===== config.mk =====
export PLATFORM = sky130hd
export DESIGN_NAME = r2_score_accumulator_flat
export DESIGN_NICKNAME = d
export VERILOG_FILES = /design/src/rtl/r2sa_pkg.sv /design/src/rtl/r2sa_in_if.sv /design/src/rtl/r2sa_out_if.sv /design/src/rtl/r2sa_dp.sv /design/src/rtl/r2sa_ctrl.sv /design/src/rtl/r2_score_accumulator.sv /design/src/flat_wrapper.sv
export SDC_FILE = /design/constraint.sdc
export NUM_CORES = 2
export LEC_CHECK = 0
export ABC_CLOCK_PERIOD_IN_PS = 11750
export BUFFER_PORTS_ARGS = -buffer_cell sky130_fd_sc_hd__buf_4
export CORE_AREA = 2 2 464 466
export CTS_BUF_LIST = sky130_fd_sc_hd__clkbuf_8 sky130_fd_sc_hd__clkbuf_16
export DETAILED_ROUTE_END_ITERATION = 12
export DIE_AREA = 0 0 466 468
export HOLD_SLACK_MARGIN = 0.12
export PLACE_DENSITY = 0.47
export SLEW_MARGIN = 20
export SYNTH_ARGS = -nofsm -noshare
export SYNTH_HDL_FRONTEND = slang
export SYNTH_SLANG_ARGS = --single-unit
export TNS_END_PERCENT = 30

===== constraint.sdc =====
create_clock -name clk -period 11.75 [get_ports clk]
set_input_delay 0 -clock clk [delete_from_list [all_inputs] [get_ports clk]]
set_output_delay 0 -clock clk [all_outputs]
set_load 0.1 [all_outputs]

===== src/rtl/r2sa_pkg.sv =====
// ----------------------------------------------------------------------------
// r2sa_pkg: shared types and constants of the R2 score accumulator
// Default sizes, controller states and the command/status bundles that join
// the controller to the datapath.
// ----------------------------------------------------------------------------
package r2sa_pkg;

	localparam int MAX_SAMPLES_DEF = 65536;
	localparam int SAMPLE_BITS_DEF = 16;
	localparam int FRAC_BITS_DEF   = 16;

	// integer bits of the score, sign included (range -8.0 .. 1.0)
	localparam int R2_INT_BITS     = 4;
	localparam int COUNT_OUT_BITS  = 17;

	typedef enum logic [3:0] {
		ST_ACCUM,
		ST_DRAIN,
		ST_LOAD,
		ST_MUL_NSQ,
		ST_MUL_SS,
		ST_MUL_NRES,
		ST_CHECK,
		ST_DIV,
		ST_FINISH
	} state_t;

	typedef enum logic [1:0] {
		MSEL_N_SQ,
		MSEL_S_S,
		MSEL_N_RES
	} mul_sel_t;

	typedef struct packed {
		logic     accept;
		logic     mul_load;
		mul_sel_t mul_sel;
		logic     mul_step;
		logic     den_set;
		logic     den_sub;
		logic     num_load;
		logic     check;
		logic     div_step;
		logic     div_frac;
		logic     div_shr;
		logic     finish;
	} cmd_t;

	typedef struct packed {
		logic in_last;
		logic mul_done;
		logic skip_div;
	} status_t;

endpackage


===== src/rtl/r2sa_in_if.sv =====
// ----------------------------------------------------------------------------
// r2sa_in_if: sample pair channel
// Valid/ready channel carrying one true/predicted pair and the set end mark.
// ----------------------------------------------------------------------------
interface r2sa_in_if #(
	parameter int SAMPLE_BITS = r2sa_pkg::SAMPLE_BITS_DEF
) ();
	logic                          valid;
	logic                          ready;
	logic signed [SAMPLE_BITS-1:0] true_value;
	logic signed [SAMPLE_BITS-1:0] predicted_value;
	logic                          last;

	modport source (output valid, true_value, predicted_value, last, input ready);
	modport sink   (input valid, true_value, predicted_value, last, output ready);
endinterface


===== src/rtl/r2sa_out_if.sv =====
// ----------------------------------------------------------------------------
// r2sa_out_if: score channel
// Valid/ready channel carrying one R2 score with its flags and pair count.
// ----------------------------------------------------------------------------
interface r2sa_out_if #(
	parameter int FRAC_BITS = r2sa_pkg::FRAC_BITS_DEF
) ();
	logic                                               valid;
	logic                                               ready;
	logic signed [FRAC_BITS+r2sa_pkg::R2_INT_BITS-1:0]  r2_value;
	logic                                               saturated;
	logic                                               constant_target;
	logic                                               count_overflow;
	logic [r2sa_pkg::COUNT_OUT_BITS-1:0]                sample_count;

	modport source (output valid, r2_value, saturated, constant_target, count_overflow,
		sample_count, input ready);
	modport sink   (input valid, r2_value, saturated, constant_target, count_overflow,
		sample_count, output ready);
endinterface


===== src/rtl/r2sa_dp.sv =====
// ----------------------------------------------------------------------------
// r2sa_dp: accumulators, shift-add multiplier and restoring divider
// Squares each pair, sums count/true/true^2/residual^2, then forms
// den = n*sum_sq - sum^2 and num = n*ss_res and divides to a Q score.
// ----------------------------------------------------------------------------
module r2sa_dp #(
	parameter int MAX_SAMPLES = r2sa_pkg::MAX_SAMPLES_DEF,
	parameter int SAMPLE_BITS = r2sa_pkg::SAMPLE_BITS_DEF,
	parameter int FRAC_BITS   = r2sa_pkg::FRAC_BITS_DEF
) (
	input  logic                  clk,
	input  logic                  arst_n,
	input  r2sa_pkg::cmd_t        cmd,
	output r2sa_pkg::status_t     status,
	r2sa_in_if.sink               samples,
	r2sa_out_if.source            scores
);
	localparam int SW   = SAMPLE_BITS;
	localparam int CW   = $clog2(MAX_SAMPLES + 1);
	localparam int SUMW = SW + CW;
	localparam int MPW  = SW + CW - 1;
	localparam int TSQW = 2 * SW + CW - 2;
	localparam int RESW = 2 * SW + CW;
	localparam int DENW = CW + TSQW;
	localparam int PW   = DENW + 2;
	localparam int REMW = DENW + 4;
	localparam int DVW  = DENW + 3;
	localparam int QW   = FRAC_BITS + r2sa_pkg::R2_INT_BITS;

	// per-pair products
	logic signed [SW:0]       diff;
	logic signed [2*SW-1:0]   tt;
	logic signed [2*SW+1:0]   dd;
	logic                     room;

	logic                     vld_s1;
	logic [2*SW-2:0]          tsq_s1;
	logic [2*SW-1:0]          rsq_s1;
	logic [SW-1:0]            t_s1;

	// accumulators
	logic [CW-1:0]            count_q;
	logic [SUMW-1:0]          sum_q;
	logic [TSQW-1:0]          tsq_q;
	logic [RESW-1:0]          res_q;
	logic                     ovf_q;

	// closing arithmetic
	logic [SUMW-1:0]          abs_full;
	logic [MPW-1:0]           abs_s;
	logic [PW-1:0]            mcand_q;
	logic [MPW-1:0]           mplier_q;
	logic [PW-1:0]            prod_q;
	logic [DENW-1:0]          den_q;
	logic [REMW-1:0]          rem_q;
	logic [DVW-1:0]           dvs_q;
	logic [QW-1:0]            quo_q;
	logic                     cst_q;
	logic                     sat_q;

	logic [REMW-1:0]          nine_den;
	logic                     den_zero;
	logic                     over;
	logic [REMW-1:0]          cand;
	logic [REMW-1:0]          dvs_ext;
	logic                     ge;

	logic [QW:0]              q_ceil;
	logic [QW:0]              r2_full;
	logic [QW-1:0]            r2_next;

	logic [QW-1:0]            r2_value_q;
	logic                     saturated_q;
	logic                     constant_q;
	logic                     overflow_q;
	logic [r2sa_pkg::COUNT_OUT_BITS-1:0] count_out_q;

	assign diff = {samples.true_value[SW-1], samples.true_value}
		- {samples.predicted_value[SW-1], samples.predicted_value};
	assign tt   = samples.true_value * samples.true_value;
	assign dd   = diff * diff;
	assign room = count_q < CW'(MAX_SAMPLES);

	assign abs_full = sum_q[SUMW-1] ? (~sum_q + SUMW'(1)) : sum_q;
	assign abs_s    = abs_full[MPW-1:0];

	assign nine_den = {den_q, 3'b000} + REMW'(den_q);
	assign den_zero = den_q == '0;
	assign over     = rem_q > nine_den;

	// integer steps compare against den<<3..den, fraction steps shift the remainder
	assign cand    = cmd.div_frac ? {rem_q[REMW-2:0], 1'b0} : rem_q;
	assign dvs_ext = REMW'(dvs_q);
	assign ge      = cand >= dvs_ext;

	assign q_ceil  = (QW+1)'(quo_q) + (QW+1)'(rem_q != '0);
	assign r2_full = ((QW+1)'(1) << FRAC_BITS) - q_ceil;

	always_comb begin
		if (cst_q) begin
			r2_next = QW'(1) << FRAC_BITS;
		end else if (sat_q) begin
			r2_next = {1'b1, {(QW-1){1'b0}}};
		end else begin
			r2_next = r2_full[QW-1:0];
		end
	end

	assign status.in_last  = samples.last;
	assign status.mul_done = mplier_q == '0;
	assign status.skip_div = den_zero || over;

	always_ff @(posedge clk or negedge arst_n) begin
		if (!arst_n) begin
			vld_s1  <= 1'b0;
			count_q <= '0;
			sum_q   <= '0;
			tsq_q   <= '0;
			res_q   <= '0;
			ovf_q   <= 1'b0;
		end else begin
			vld_s1 <= cmd.accept && room;
			if (cmd.finish) begin
				count_q <= '0;
				sum_q   <= '0;
				tsq_q   <= '0;
				res_q   <= '0;
				ovf_q   <= 1'b0;
			end else begin
				if (cmd.accept) begin
					if (room) begin
						count_q <= count_q + CW'(1);
					end else begin
						ovf_q <= 1'b1;
					end
				end
				if (vld_s1) begin
					sum_q <= sum_q + {{(SUMW-SW){t_s1[SW-1]}}, t_s1};
					tsq_q <= tsq_q + TSQW'(tsq_s1);
					res_q <= res_q + RESW'(rsq_s1);
				end
			end
		end
	end

	always_ff @(posedge clk) begin
		if (cmd.accept) begin
			t_s1   <= samples.true_value;
			tsq_s1 <= tt[2*SW-2:0];
			rsq_s1 <= dd[2*SW-1:0];
		end

		if (cmd.mul_load) begin
			prod_q <= '0;
			unique case (cmd.mul_sel)
				r2sa_pkg::MSEL_N_SQ: begin
					mcand_q  <= PW'(tsq_q);
					mplier_q <= MPW'(count_q);
				end
				r2sa_pkg::MSEL_S_S: begin
					mcand_q  <= PW'(abs_s);
					mplier_q <= abs_s;
				end
				r2sa_pkg::MSEL_N_RES: begin
					mcand_q  <= PW'(res_q);
					mplier_q <= MPW'(count_q);
				end
				default: begin
					mcand_q  <= '0;
					mplier_q <= '0;
				end
			endcase
		end else if (cmd.mul_step) begin
			if (mplier_q[0]) begin
				prod_q <= prod_q + mcand_q;
			end
			mcand_q  <= {mcand_q[PW-2:0], 1'b0};
			mplier_q <= mplier_q >> 1;
		end

		if (cmd.den_set) begin
			den_q <= prod_q[DENW-1:0];
		end else if (cmd.den_sub) begin
			den_q <= den_q - prod_q[DENW-1:0];
		end

		if (cmd.num_load) begin
			rem_q <= REMW'(prod_q);
			dvs_q <= {den_q, 3'b000};
			quo_q <= '0;
		end else if (cmd.div_step) begin
			rem_q <= ge ? (cand - dvs_ext) : cand;
			quo_q <= {quo_q[QW-2:0], ge};
			if (cmd.div_shr) begin
				dvs_q <= dvs_q >> 1;
			end
		end

		if (cmd.check) begin
			cst_q <= den_zero;
			sat_q <= !den_zero && over;
		end

		if (cmd.finish) begin
			r2_value_q  <= r2_next;
			saturated_q <= sat_q && !cst_q;
			constant_q  <= cst_q;
			overflow_q  <= ovf_q;
			count_out_q <= r2sa_pkg::COUNT_OUT_BITS'(count_q);
		end
	end

	assign scores.r2_value        = r2_value_q;
	assign scores.saturated       = saturated_q;
	assign scores.constant_target = constant_q;
	assign scores.count_overflow  = overflow_q;
	assign scores.sample_count    = count_out_q;

endmodule


===== src/rtl/r2sa_ctrl.sv =====
// ----------------------------------------------------------------------------
// r2sa_ctrl: sequencer of the R2 score accumulator
// Runs accumulation, the three closing products, the range check and the
// divide, and owns both handshakes.
// ----------------------------------------------------------------------------
module r2sa_ctrl #(
	parameter int FRAC_BITS = r2sa_pkg::FRAC_BITS_DEF
) (
	input  logic               clk,
	input  logic               arst_n,
	input  logic               in_valid,
	output logic               in_ready,
	output logic               out_valid,
	input  logic               out_ready,
	input  r2sa_pkg::status_t  status,
	output r2sa_pkg::cmd_t     cmd
);
	localparam int DIV_STEPS = FRAC_BITS + r2sa_pkg::R2_INT_BITS;
	localparam int CNTW      = $clog2(DIV_STEPS);

	r2sa_pkg::state_t state_q, state_d;
	logic [CNTW-1:0]  div_cnt_q;
	logic             out_valid_q;
	logic             slot_free;

	assign slot_free = !out_valid_q || out_ready;
	assign in_ready  = state_q == r2sa_pkg::ST_ACCUM;
	assign out_valid = out_valid_q;

	always_ff @(posedge clk or negedge arst_n) begin
		if (!arst_n) begin
			state_q     <= r2sa_pkg::ST_ACCUM;
			div_cnt_q   <= '0;
			out_valid_q <= 1'b0;
		end else begin
			state_q <= state_d;
			if (cmd.check) begin
				div_cnt_q <= '0;
			end else if (cmd.div_step) begin
				div_cnt_q <= div_cnt_q + CNTW'(1);
			end
			if (cmd.finish) begin
				out_valid_q <= 1'b1;
			end else if (out_ready) begin
				out_valid_q <= 1'b0;
			end
		end
	end

	always_comb begin
		state_d      = state_q;
		cmd          = '0;
		cmd.mul_sel  = r2sa_pkg::MSEL_N_SQ;
		cmd.div_frac = div_cnt_q >= CNTW'(r2sa_pkg::R2_INT_BITS);
		cmd.div_shr  = div_cnt_q < CNTW'(r2sa_pkg::R2_INT_BITS - 1);
		unique case (state_q)
			r2sa_pkg::ST_ACCUM: begin
				cmd.accept = in_valid;
				if (in_valid && status.in_last) begin
					state_d = r2sa_pkg::ST_DRAIN;
				end
			end
			r2sa_pkg::ST_DRAIN: begin
				state_d = r2sa_pkg::ST_LOAD;
			end
			r2sa_pkg::ST_LOAD: begin
				cmd.mul_load = 1'b1;
				cmd.mul_sel  = r2sa_pkg::MSEL_N_SQ;
				state_d      = r2sa_pkg::ST_MUL_NSQ;
			end
			r2sa_pkg::ST_MUL_NSQ: begin
				if (status.mul_done) begin
					cmd.den_set  = 1'b1;
					cmd.mul_load = 1'b1;
					cmd.mul_sel  = r2sa_pkg::MSEL_S_S;
					state_d      = r2sa_pkg::ST_MUL_SS;
				end else begin
					cmd.mul_step = 1'b1;
				end
			end
			r2sa_pkg::ST_MUL_SS: begin
				if (status.mul_done) begin
					cmd.den_sub  = 1'b1;
					cmd.mul_load = 1'b1;
					cmd.mul_sel  = r2sa_pkg::MSEL_N_RES;
					state_d      = r2sa_pkg::ST_MUL_NRES;
				end else begin
					cmd.mul_step = 1'b1;
				end
			end
			r2sa_pkg::ST_MUL_NRES: begin
				if (status.mul_done) begin
					cmd.num_load = 1'b1;
					state_d      = r2sa_pkg::ST_CHECK;
				end else begin
					cmd.mul_step = 1'b1;
				end
			end
			r2sa_pkg::ST_CHECK: begin
				cmd.check = 1'b1;
				state_d   = status.skip_div ? r2sa_pkg::ST_FINISH : r2sa_pkg::ST_DIV;
			end
			r2sa_pkg::ST_DIV: begin
				cmd.div_step = 1'b1;
				if (div_cnt_q == CNTW'(DIV_STEPS - 1)) begin
					state_d = r2sa_pkg::ST_FINISH;
				end
			end
			r2sa_pkg::ST_FINISH: begin
				if (slot_free) begin
					cmd.finish = 1'b1;
					state_d    = r2sa_pkg::ST_ACCUM;
				end
			end
			default: begin
				state_d = r2sa_pkg::ST_ACCUM;
			end
		endcase
	end

	// a closing pair stops intake until the score is written
	a_last_stalls: assert property (@(posedge clk) disable iff (!arst_n)
		(in_valid && in_ready && status.in_last) |=> !in_ready)
		else $error("intake open after closing pair");

	a_finish_free: assert property (@(posedge clk) disable iff (!arst_n)
		cmd.finish |-> slot_free)
		else $error("score overwritten before transfer");

	a_valid_src: assert property (@(posedge clk) disable iff (!arst_n)
		$rose(out_valid_q) |-> $past(state_q == r2sa_pkg::ST_FINISH))
		else $error("score valid without finish");

	a_div_bound: assert property (@(posedge clk) disable iff (!arst_n)
		(state_q == r2sa_pkg::ST_DIV) |-> (div_cnt_q <= CNTW'(DIV_STEPS - 1)))
		else $error("divide step count out of range");

	a_no_accept_busy: assert property (@(posedge clk) disable iff (!arst_n)
		cmd.accept |-> (state_q == r2sa_pkg::ST_ACCUM))
		else $error("pair taken while closing a set");

endmodule


===== src/rtl/r2_score_accumulator.sv =====
// ----------------------------------------------------------------------------
// r2_score_accumulator: streaming coefficient of determination (R2)
// Sums one true/predicted pair per cycle and, on the pair marked last,
// returns R2 = 1 - n*ss_res/(n*sum_sq - sum^2) in signed Q.FRAC_BITS.
// ----------------------------------------------------------------------------
// Usage:
//   samples: valid/ready channel, one pair per transfer, last closes a set.
//   scores:  valid/ready channel, one score per closed set, with flags
//            (saturated below -8.0, constant target, pairs dropped past
//            MAX_SAMPLES) and the number of pairs that were counted.
//   Throughput: one pair per cycle inside a set. After the last pair the
//   intake closes while the score is formed by one shift-add multiplier
//   and a restoring divider, one step per cycle. Constant-target and
//   saturated sets skip the FRAC_BITS + 4 divide steps.
//   The score sits in an output register; intake reopens as soon as it is
//   written, and the next set accumulates while the receiver stalls. A set
//   that closes before the previous score is taken waits in the finish step.
//   Reset clears all sums and returns the block to intake; no score pending.
// ----------------------------------------------------------------------------
module r2_score_accumulator #(
	parameter int MAX_SAMPLES = r2sa_pkg::MAX_SAMPLES_DEF,
	parameter int SAMPLE_BITS = r2sa_pkg::SAMPLE_BITS_DEF,
	parameter int FRAC_BITS   = r2sa_pkg::FRAC_BITS_DEF
) (
	input  logic        clk,
	input  logic        arst_n,
	r2sa_in_if.sink     samples,
	r2sa_out_if.source  scores
);
	r2sa_pkg::cmd_t    cmd;
	r2sa_pkg::status_t status;
	logic              in_ready;
	logic              out_valid;

	assign samples.ready = in_ready;
	assign scores.valid  = out_valid;

	r2sa_ctrl #(
		.FRAC_BITS (FRAC_BITS)
	) u_ctrl (
		.clk       (clk),
		.arst_n    (arst_n),
		.in_valid  (samples.valid),
		.in_ready  (in_ready),
		.out_valid (out_valid),
		.out_ready (scores.ready),
		.status    (status),
		.cmd       (cmd)
	);

	r2sa_dp #(
		.MAX_SAMPLES (MAX_SAMPLES),
		.SAMPLE_BITS (SAMPLE_BITS),
		.FRAC_BITS   (FRAC_BITS)
	) u_dp (
		.clk     (clk),
		.arst_n  (arst_n),
		.cmd     (cmd),
		.status  (status),
		.samples (samples),
		.scores  (scores)
	);

endmodule


===== src/flat_wrapper.sv =====
// flat-port wrapper written by rule: the top's interface ports become plain ports
module r2_score_accumulator_flat 
#(
	parameter int MAX_SAMPLES = r2sa_pkg::MAX_SAMPLES_DEF,
	parameter int SAMPLE_BITS = r2sa_pkg::SAMPLE_BITS_DEF,
	parameter int FRAC_BITS   = r2sa_pkg::FRAC_BITS_DEF
)
  (clk, arst_n, samples_valid, samples_true_value, samples_predicted_value, samples_last, samples_ready, scores_valid, scores_r2_value, scores_saturated, scores_constant_target, scores_count_overflow, scores_sample_count, scores_ready);
  r2sa_in_if #(.SAMPLE_BITS(SAMPLE_BITS)) samples_i ();
  r2sa_out_if #(.FRAC_BITS(FRAC_BITS)) scores_i ();
  input  logic clk;
  input  logic arst_n;
  input wire logic [$bits(samples_i.valid)-1:0] samples_valid;
  input wire logic [$bits(samples_i.true_value)-1:0] samples_true_value;
  input wire logic [$bits(samples_i.predicted_value)-1:0] samples_predicted_value;
  input wire logic [$bits(samples_i.last)-1:0] samples_last;
  output wire logic [$bits(samples_i.ready)-1:0] samples_ready;
  output wire logic [$bits(scores_i.valid)-1:0] scores_valid;
  output wire logic [$bits(scores_i.r2_value)-1:0] scores_r2_value;
  output wire logic [$bits(scores_i.saturated)-1:0] scores_saturated;
  output wire logic [$bits(scores_i.constant_target)-1:0] scores_constant_target;
  output wire logic [$bits(scores_i.count_overflow)-1:0] scores_count_overflow;
  output wire logic [$bits(scores_i.sample_count)-1:0] scores_sample_count;
  input wire logic [$bits(scores_i.ready)-1:0] scores_ready;
  assign samples_i.valid = samples_valid;
  assign samples_i.true_value = samples_true_value;
  assign samples_i.predicted_value = samples_predicted_value;
  assign samples_i.last = samples_last;
  assign samples_ready = samples_i.ready;
  assign scores_valid = scores_i.valid;
  assign scores_r2_value = scores_i.r2_value;
  assign scores_saturated = scores_i.saturated;
  assign scores_constant_target = scores_i.constant_target;
  assign scores_count_overflow = scores_i.count_overflow;
  assign scores_sample_count = scores_i.sample_count;
  assign scores_i.ready = scores_ready;
  r2_score_accumulator #(.MAX_SAMPLES(MAX_SAMPLES), .SAMPLE_BITS(SAMPLE_BITS), .FRAC_BITS(FRAC_BITS)) u_core (.clk(clk), .arst_n(arst_n), .samples(samples_i), .scores(scores_i));
endmodule

==> impl_metrics.env <==
export IMPL_status="finished clean"
export IMPL_io_pins=79
export IMPL_cts_root_buf="clkbuf_16"
export IMPL_synth_cell_types=96
export IMPL_crit_required_ns=12.19
export IMPL_place_hpwl_mm=163
export IMPL_finClkSkew_ns=0.0390
export IMPL_gr_usage_all_layers=0.189
export IMPL_path_max_fanout=14
export IMPL_drive_gt1_frac=0.0538
export IMPL_grt_overflow_total=0
export IMPL_io_buffers=78
export IMPL_grt_pass1_vias=55600
export IMPL_gp_congestion=0.893
export IMPL_worst_pin_slew_ns=1.10
export IMPL_yosys_warnings=0
export IMPL_setup_viol=0
export IMPL_crit_top_cell="inv_1"
export IMPL_core_um2=213000
export IMPL_totalWireLength_mm=208
export IMPL_cp_arrival_ns=10.05
export IMPL_dieArea_um2=218000
export IMPL_hp_class="input pin to flop"
export IMPL_synth_edf_count=410
export IMPL_drc=0
export IMPL_grt_antenna_before_repair=6
export IMPL_row_count=170
export IMPL_clock_path_buffers=3
export IMPL_max_slew_margin=0.261
export IMPL_fin_cells=10600
export IMPL_path_clk_slew_ns=0.06
export IMPL_nFillCells=22100
export IMPL_tritoncts="built"
export IMPL_dr_pass1_iters=8
export IMPL_synthesis_nets=8866
export IMPL_cts_resized=0
export IMPL_vias=54800
export IMPL_ys_seq_area_frac=0.267
export IMPL_syn_area_per_cell_um2=8.80
export IMPL_synthToLayoutAreaGrowth_pct=9.70
export IMPL_cp_slowest_cell="o311ai_0"
export IMPL_grt_pass1_wl_mm=326
export IMPL_yosysTopAreaCell="edfxtp_1"
export IMPL_synth_top_flop_cell="edfxtp_1"
export IMPL_die_width_um=466
export IMPL_critPathLaunchType="input pin"
export IMPL_hold_viol_final=0
export IMPL_grt_max_degree=108
export IMPL_hold_worst_slack_ns=0.261
export IMPL_netlist_area_um2=67800
export IMPL_initial_core_util=0.318
export IMPL_rsz0062_at_grt="false"
export IMPL_numCtsBuffers=84
export IMPL_cap_violations=0
export IMPL_clk_latency_ns=0.71
export IMPL_netlist_area_leader_share=0.181
export IMPL_final_max_slew_violation_count=0
export IMPL_fin_crit_sh=0.818
export IMPL_cts_max_level=3
export IMPL_dp_cells=10400
export IMPL_fin_nets=8821
export IMPL_synthArstFlopShare=0.240
export IMPL_finalSetupTns_ns=0
export IMPL_critPathKind="input pin to flop"
export IMPL_clock_sinks=659
export IMPL_dp_slack_ns=1.92
export IMPL_fin_crit_ns=9.61
export IMPL_antenna_left=0
export IMPL_drt_vias_per_instance=5.18
export IMPL_cts_setup_buffers=0
export IMPL_ys_seq_elements=659
export IMPL_routedWlPerCell_um=19.7
export IMPL_end_kind="flop"
export IMPL_drt_initial_drc_count=3573
export IMPL_fin_ws_ns=2.14
export IMPL_slowest_delay_ns=0.77
export IMPL_synthTopCellsByArea="edfxtp_1 (18%), fa_1 (15%), ha_1 (11%)"
export IMPL_die_h_um=468
export IMPL_max_freq_mhz=104
export IMPL_netlist_instances=7710
[synthesized netlist by cell type, types with 10 or more instances]
| library cell | number |
|---|---|
| edfxtp_1 | 410 |
| xnor2_1 | 287 |
| o211ai_1 | 33 |
| a21boi_0 | 16 |
| buf_1 | 16 |
| or3_1 | 44 |
| nor4_1 | 56 |
| xor2_1 | 186 |
| or2_2 | 23 |
| nand2_1 | 857 |
| inv_1 | 882 |
| nand4_1 | 90 |
| mux2i_1 | 59 |
| clkbuf_1 | 257 |
| and3_1 | 78 |
| o41ai_1 | 14 |
| nor2b_1 | 67 |
| o21bai_1 | 75 |
| dfxtp_1 | 91 |
| fa_1 | 497 |
| o21a_1 | 58 |
| nor2_1 | 626 |
| a221oi_1 | 27 |
| nor3_1 | 80 |
| o31ai_1 | 30 |
| a211o_1 | 14 |
| a31oi_1 | 133 |
| mux2_2 | 68 |
| a31o_2 | 12 |
| o21ai_0 | 379 |
| and2_1 | 97 |
| nand2b_1 | 62 |
| nand3_1 | 169 |
| a211oi_1 | 45 |
| a21oi_1 | 611 |
| a22oi_1 | 15 |
| a21o_1 | 243 |
| ha_1 | 622 |
| a41oi_1 | 22 |
| o22ai_1 | 11 |
| or4_1 | 17 |
| buf_2 | 10 |
| dfrtp_1 | 158 |
[stage by stage]
step / utilization / area, um^2
after global routing: 0.349 / 74400
after CTS: 0.349 / 74400
after floorplan: - / 67800
after global placement: 0.335 / 71400
after detailed placement: 0.335 / 71400
final: 0.349 / 74400
[worst paths after layout]
check,startpoint,end,slack [ns],cells past startpoint
setup / recovery,samples_true_value[0],u_core.u_dp.rsq_s1[31],2.14,35
hold / removal,samples_true_value[3],u_core.u_dp.t_s1[3],0.26,2
setup reg to reg,u_core.u_dp.den_q[0],u_core.u_ctrl.state_q[3],3.82,25
hold reg to reg,u_core.u_dp.quo_q[16],u_core.u_dp.quo_q[17],0.45,2
max in group asynchronous,arst_n,u_core.u_dp.vld_s1,9.68,5
min in group asynchronous,arst_n,u_core.u_dp.tsq_q[44],0.59,4
[critical path: cells and delay by family]
kind | cells | cell delay [ns]
XOR/XNOR | 2 | 0.78
buffers and inverters | 10 | 2.02
adder cells (fa/ha/maj) | 9 | 4.04
AND/OR/NAND/NOR | 5 | 0.75
AO/OA/AOI/OAI | 9 | 2.46
[logic make-up after synthesis]
kind of cell    Yosys count  synth area share
compound gates         1841             0.169
xor+xnor                473            0.0611
fa+ha+maj              1119             0.261
buf+inv                1178            0.0656
flops                   659             0.267
mux                     127            0.0200
simple gates           2313             0.156
[flip-flops by register name, indices dropped and copies added, names as in the netlist, 30 cells and up]
signal                flops
u_core.u_dp.tsq_q        47
u_core.u_dp.rem_q        68
u_core.u_dp.sum_q        33
u_core.u_dp.rsq_s1       31
u_core.u_dp.tsq_s1       30
u_core.u_dp.mcand_q      66
u_core.u_dp.res_q        49
u_core.u_dp.den_q        64
u_core.u_dp.prod_q       66
u_core.u_dp.mplier_q     32
u_core.u_dp.dvs_q        67
[layout make-up]
type,instances,area [um^2],area share
clock inverter,65,524,0.00705
sequential,659,18100,0.243
multi-input combinational,5873,45400,0.610
timing repair buffer,157,1260,0.0170
inverter,890,3350,0.0450
clock buffer,90,2210,0.0297
tap,2838,3550,0.0477
antenna,3,7.51,0.000101
[placed cells by master (no fill, tap or decap), types with 24 or more instances in the layout]
cell,synthesis,routed
xor2_1,186,186
nor2b_1,67,67
a21oi_1,611,611
or3_1,44,44
nand2_1,857,853
mux2_2,68,68
nor2_1,626,622
nand3_1,169,167
a221oi_1,27,27
and3_1,78,77
inv_1,882,905
a21o_1,243,243
clkbuf_16,0,86
dfrtp_1,158,157
dlygate4sd3_1,0,24
fa_1,497,497
o211ai_1,33,33
xnor2_1,287,284
o31ai_1,30,30
dfxtp_1,91,91
mux2i_1,59,59
o21a_1,58,58
nand4_1,90,90
a31oi_1,133,131
nor4_1,56,53
and2_1,97,95
nand2b_1,62,62
ha_1,622,622
buf_4,5,131
a211oi_1,45,45
nor3_1,80,80
o21bai_1,75,75
edfxtp_1,410,410
o21ai_0,379,379
[per-layer routing]
metal,vias up,GRT usage,routed length (um)
met5,-,0,0
met4,0,0.0604,6440
met3,252,0.0193,8680
met2,1205,0.309,94200
met1,26700,0.263,98700
li1,26600,-,-
[timing repair]
| item | 4_1_cts | 5_1_grt |
|---|---|---|
| endpoints found under the hold margin | 147 | 0 |
| hold buffers | 25 | 0 |
| endpoints found under the setup margin | 0 | 0 |
Power is left out: the tool's default activity adds up to more than one toggle a clock period on the data nets, which glitch-free logic cannot reach.
